## config.mk

```make
export PLATFORM = sky130hd
export DESIGN_NAME = scao_mix
export DESIGN_NICKNAME = d
export VERILOG_FILES = /design/src/hdl/scao_pkg.sv /design/src/hdl/scao_mix.sv
export SDC_FILE = /design/constraint.sdc
export NUM_CORES = 1
export LEC_CHECK = 0
export BUFFER_PORTS_ARGS = -buffer_cell sky130_fd_sc_hd__clkbuf_2
export CORE_MARGIN = 4
export CORE_UTILIZATION = 61
export CTS_BUF_LIST = sky130_fd_sc_hd__clkbuf_8 sky130_fd_sc_hd__clkbuf_16
export CTS_CLUSTER_SIZE = 14
export DETAILED_ROUTE_END_ITERATION = 10
export PLACE_DENSITY = 0.8
export SLEW_MARGIN = 20
export SYNTH_ARGS = -nofsm -noshare
export SYNTH_HDL_FRONTEND = slang
export SYNTH_SLANG_ARGS = --single-unit
export TNS_END_PERCENT = 30
```

## constraint.sdc

```tcl
create_clock -name clk -period 8.48 [get_ports clk]
set_clock_uncertainty 0.15 [all_clocks]
set_input_delay 2.544 -clock clk [delete_from_list [all_inputs] [get_ports clk]]
set_output_delay 2.544 -clock clk [all_outputs]
set_load 0.005 [all_outputs]
```

## src/hdl/scao_pkg.sv

```systemverilog
`default_nettype none
package scao_pkg;

	localparam int MAX_IMAGE_SIDE = 64;
	localparam int MAX_MAGNIFY = 8;
	localparam int FRAME_SIDE = 4096;

	localparam int STORE_DEPTH = 4096;
	localparam int STORE_AW = 12;
	localparam int COORD_W = 12;
	localparam int ORIGIN_W = 13;
	localparam int DELTA_W = 14;
	localparam int IMAGE_W = 7;
	localparam int SCALE_W = 4;
	localparam int SPAN_W = 11;
	localparam int ADDR_SUM_W = 14;
	localparam int SUM_W = 16;
	localparam int PADDR_W = 5;

	localparam int RECIP_SHIFT = 18;
	localparam int RECIP_W = 19;

	localparam logic [7:0] FULL_ALPHA = 8'hff;

	localparam logic MODE_LOAD = 1'b0;
	localparam logic MODE_PIXEL = 1'b1;

	localparam logic [1:0] ORDER_RGB = 2'd0;
	localparam logic [1:0] ORDER_BGR = 2'd1;

	localparam logic [2:0] REG_ORIGIN_X = 3'd0;
	localparam logic [2:0] REG_ORIGIN_Y = 3'd1;
	localparam logic [2:0] REG_MAGNIFY = 3'd2;
	localparam logic [2:0] REG_IMAGE_WIDTH = 3'd3;
	localparam logic [2:0] REG_IMAGE_HEIGHT = 3'd4;
	localparam logic [2:0] REG_COLOR_ORDER = 3'd5;

	// Rounded-up reciprocals of the scale, so that (n * r) >> RECIP_SHIFT is n / scale.
	localparam logic [RECIP_W-1:0] RECIP_LUT [16] = '{
		RECIP_W'(0),
		RECIP_W'(((1 << RECIP_SHIFT) + 0) / 1),
		RECIP_W'(((1 << RECIP_SHIFT) + 1) / 2),
		RECIP_W'(((1 << RECIP_SHIFT) + 2) / 3),
		RECIP_W'(((1 << RECIP_SHIFT) + 3) / 4),
		RECIP_W'(((1 << RECIP_SHIFT) + 4) / 5),
		RECIP_W'(((1 << RECIP_SHIFT) + 5) / 6),
		RECIP_W'(((1 << RECIP_SHIFT) + 6) / 7),
		RECIP_W'(((1 << RECIP_SHIFT) + 7) / 8),
		RECIP_W'(((1 << RECIP_SHIFT) + 8) / 9),
		RECIP_W'(((1 << RECIP_SHIFT) + 9) / 10),
		RECIP_W'(((1 << RECIP_SHIFT) + 10) / 11),
		RECIP_W'(((1 << RECIP_SHIFT) + 11) / 12),
		RECIP_W'(((1 << RECIP_SHIFT) + 12) / 13),
		RECIP_W'(((1 << RECIP_SHIFT) + 13) / 14),
		RECIP_W'(((1 << RECIP_SHIFT) + 14) / 15)
	};

	typedef struct packed {
		logic mode;
		logic [STORE_AW-1:0] texel_index;
		logic [31:0] texel_argb;
		logic [COORD_W-1:0] pixel_col;
		logic [COORD_W-1:0] pixel_row;
		logic [7:0] byte_first;
		logic [7:0] byte_second;
		logic [7:0] byte_third;
	} scao_in_t;

	typedef struct packed {
		logic [7:0] out_first;
		logic [7:0] out_second;
		logic [7:0] out_third;
		logic covered;
	} scao_out_t;

	typedef struct packed {
		logic s3;
		logic s4;
	} scao_adv_t;

endpackage
`default_nettype wire

```

## src/hdl/scao_mix.sv

```systemverilog
`default_nettype none
module scao_mix
	import scao_pkg::*;
(
	input wire logic clk,
	input wire scao_adv_t adv,
	input wire logic [7:0] src,
	input wire logic [7:0] dst,
	input wire logic [7:0] alpha,
	output logic [7:0] mixed
);

	logic [SUM_W-1:0] sum_s3;
	logic [SUM_W:0] rounded;

	always_ff @(posedge clk) begin
		if (adv.s3) begin
			sum_s3 <= SUM_W'(src) * SUM_W'(alpha) + SUM_W'(dst) * SUM_W'(FULL_ALPHA - alpha);
		end
	end

	// Exact division by 255 for sums of two 8-by-8 products up to 255 * 255.
	assign rounded = {1'b0, sum_s3} + (SUM_W + 1)'(1) + (SUM_W + 1)'(sum_s3[SUM_W-1:8]);

	always_ff @(posedge clk) begin
		if (adv.s4) begin
			mixed <= rounded[15:8];
		end
	end

endmodule
`default_nettype wire

```

After elaboration in Yosys (flattened, before gate mapping). Index checks and enable logic that the tools add are counted.

Register bits after elaboration: 24. Bits of input ports: 27. Output and inout bits: 8.

Add/subtract/negate cells: 4. Multiply operators: 2.

Operators by type and width (count): adder 16 x 1 -> 16 bit, second input constant (1); adder 16 bit (1); adder 16 x 8 -> 16 bit (1); multiplier 8 x 8 -> 16 bit (1); multiplier 9 x 9 -> 16 bit (1); subtractor 8 x 8 -> 9 bit, first input constant (1).

Longest topological paths before layout.
Word-level depth: 3. Depth in mapped cells: 19. Mapped depth without buffers: 18.

Worst setup path after synthesis. Ideal clock, no wire load.

Path type: input-to-reg. From: input alpha[0]. To: register sum_s3[13], data pin. Library setup time: 271 ps. Arrival time: 7277 ps. Required time: 8059 ps. Slack: 781 ps. Stages on the path: 19. Cells stage by stage: clkbuf_1 -> nand2b_1 -> fa_1 -> inv_1 -> fa_1 -> inv_1 -> fa_1 -> inv_1 -> fa_1 -> fa_1 -> inv_1 -> fa_1 -> inv_1 -> ha_1 -> a2111oi_2 -> o21ai_2 -> a41oi_2 -> or4b_1 -> o2111ai_1.

Longest elaborated chain between the ends: 3. Elaborated cells between the ends (all ways): 4.

Ends and longest elaborated chain: start, declared (line scao_mix.sv:9) `input wire logic [7:0] alpha,`; subtractor 8 x 8 -> 9 bit (line scao_mix.sv:18) `sum_s3 <= SUM_W'(src) * SUM_W'(alpha) + SUM_W'(dst) * SUM_W'(FULL_ALPHA - alpha);`; multiplier 9 x 9 -> 16 bit (line scao_mix.sv:18); adder 16 bit (*) (line scao_mix.sv:18); end signal, assigned (line scao_mix.sv:18); end, declared (line scao_mix.sv:13) `logic [SUM_W-1:0] sum_s3;`.

Every way passes the cells marked *; elsewhere a longest branch is shown, timed or not. A chain may end at the register's enable or synchronous reset.

Final worst setup path.
From: input alpha[5]. To: register sum_s3[13], data pin.

Same word-level chain as after synthesis.

==> out/metrics.yaml <==
netlist_area_sq_um: 5440
busiest_layer: "met2"
grt_pass1_vias: 3943
hold_viol_final: 0
clk_pin_slew_ps: 80
reg2reg_slack_ps: 6170
cts_buffers: 3
die_h_um: 102
min_path_cells: 1
grtUsageMet2_pct: 40.8
rsz0062_at_grt: "false"
track_usage_pct: 22.0
hold_slack_ps: 470
hold_start: "sum_s3[15]$_DFFE_PP_"
crit_required_ps: 8340
yosysTopAreaCellShare_pct: 35.0
fin_crit_ps: 7750
drcViolationCount: 0
mappedNetlistNets: 754
synthCells: 558
synthTopCellsByArea: "fa_1 35%, ha_1 17%, edfxtp_1 13%"
max-slew-margin-rel_pct: 63.5
nFillCells: 721
ant_nets: 0
tns_ps: 0
worst-path-max-fanout: 16
ctsResizeCount: 0
cp-end-kind: "flip-flop"
num_vias: 3758
yosys_register_bits: 24
viasPerCell: 5.42
clock_latency_ps: 270
use_met3_pct: 1.77
dr.pass1.iters: 5
ys_top_cells_by_count: "134 x inv_1, 95 x fa_1, 74 x ha_1"
row_count: 34
clockRootBuffer: "clkbuf_8"
die_w_um: 102
finalCritPeriodShare_pct: 91.4
htreeDepth: 1
cts_hold_buf: 0
rr_startpoint: "sum_s3[9]$_DFFE_PP_"
finalWirelength_um: 10600
gr-total-overflow: 0
use_met1_pct: 28.6
worst_pin_slew_ps: 544
hp-class: "flip-flop to flip-flop"
post-dp-hpwl_um: 9080
status: "completed"
drive_gt1_share_pct: 7.18
post_synth_num_cell_types: 41
antenna-diode-count: 0
critPathKind: "input port to flip-flop"
grt_pass1_wl_um: 18000
ys_seq_area_share_pct: 13.3
post_cts_buffers: 0
grt_antenna_before_repair: 0
async_flop_share_pct: 0
syn2layout_area_growth_pct: 6.14
ff2ff_path_depth: 6
gp_congestion: 0.874
synth-edff-count: 24
io_buffers: 34
core_area_sq_um: 8680
yosys.area.top_type: "fa_1"
grt_max_degree: 17
initialDrtViolationCount: 134
synth_ff_type: "edfxtp_1"
wl_per_cell_um: 15.3
ios: 35
yosysWarnings: 0
yosys.cell_count.top_type: "inv_1"
hold_end: "mixed[7]$_DFFE_PP_"
startpoint_type: "input port"
setup_viol: 0
arrival_ps: 7610
cts_buffer_depth: 2
maxCapViolCount: 0
dieArea_sq_um: 10500
max_freq_mhz: 129
rr_endpoint: "mixed[6]$_DFFE_PP_"
clock_sinks: 24
syn_area_per_cell_sq_um: 9.74
nets: 782
initial_utilization_pct: 62.6
drv_slew: 0
cts_tree: "built"
==> through the flow <==
step	utilization, %	setup slack, ps	instances	instance area [sq um]
5_1_grt	66.5	472	693	5770
2_1_floorplan	-	781	558	5440
4_1_cts	66.5	724	693	5770
6_report	66.5	730	693	5770
3_5_place_dp	65.7	427	689	5700
3_3_place_gp	65.7	546	689	5700
==> cell families (layout without fill, tap and decap cells) <==
kind of cell	after synthesis	in the layout	share of synthesized area (%)
mux	1	1	0.207
fa+ha+maj	169	169	52.0
xor+xnor	22	22	3.54
simple gates	153	153	15.4
compound gates	43	43	5.43
buf+inv	145	172	10.0
other cells	1	1	0.0690
flops	24	24	13.3
==> layout make-up <==
type,count,area (sq um),area share [%]
Inverter,134,503,8.72
Clock buffer,3,41.3,0.716
Tap cell,108,135,2.34
Sequential cell,24,721,12.5
Clock inverter,1,30.0,0.520
Timing Repair Buffer,34,170,2.95
Multi-Input combinational cell,389,4170,72.3
==> state kept, by name, indices dropped and copies added (netlist names) <==
| name | cells |
|---|---|
| sum_s3 | 16 |
| mixed | 8 |
==> cells in the final DEF, fill, tap and decap left out, types with 2 or more instances in the layout <==
cell type,instances
a21o_1,4
nor2_1,5
o21a_1,2
and3_1,2
xnor2_1,20
nor2b_1,34
a21oi_1,12
fa_1,95
and2_1,30
nand2_1,41
nand4_1,2
o21bai_1,3
nand2b_1,29
o211ai_1,2
inv_1,134
xor2_1,2
o21ai_1,3
ha_1,74
clkbuf_2,34
a31oi_1,2
nor3_1,3
edfxtp_1,24
nand3_1,4
o21ai_0,4
a211oi_1,2
clkbuf_8,3
==> worst max-delay path: stages <==
cell and delay (ps):
clkbuf_2 230, and2_1 230, fa_1 530, inv_1 50
fa_1 460, fa_1 520, inv_1 60, fa_1 500
fa_1 490, inv_1 50, fa_1 470, inv_1 40
ha_1 340, a2111oi_2 420, o21ai_2 110, a41oi_2 300
or4b_1 160, o2111ai_1 100
==> worst max path at each step <==
stage	startpoint	end	slack, ps
global route	alpha[0]	sum_s3[13]$_DFFE_PP_	470
floorplan	alpha[0]	sum_s3[13]$_DFFE_PP_	780
detailed placement	alpha[0]	sum_s3[13]$_DFFE_PP_	430
finish	alpha[5]	sum_s3[13]$_DFFE_PP_	730
global placement	alpha[0]	sum_s3[13]$_DFFE_PP_	550
CTS	alpha[0]	sum_s3[13]$_DFFE_PP_	720
==> routing by layer <==
layer	wire, um	part of all wire (%)
met5	0	0
met3	402	3.8
met1	4250	40
met4	87	0.82
met2	5840	55
Power is left out: the tool's default activity adds up to more than one toggle a clock period on the data nets, which glitch-free logic cannot reach.
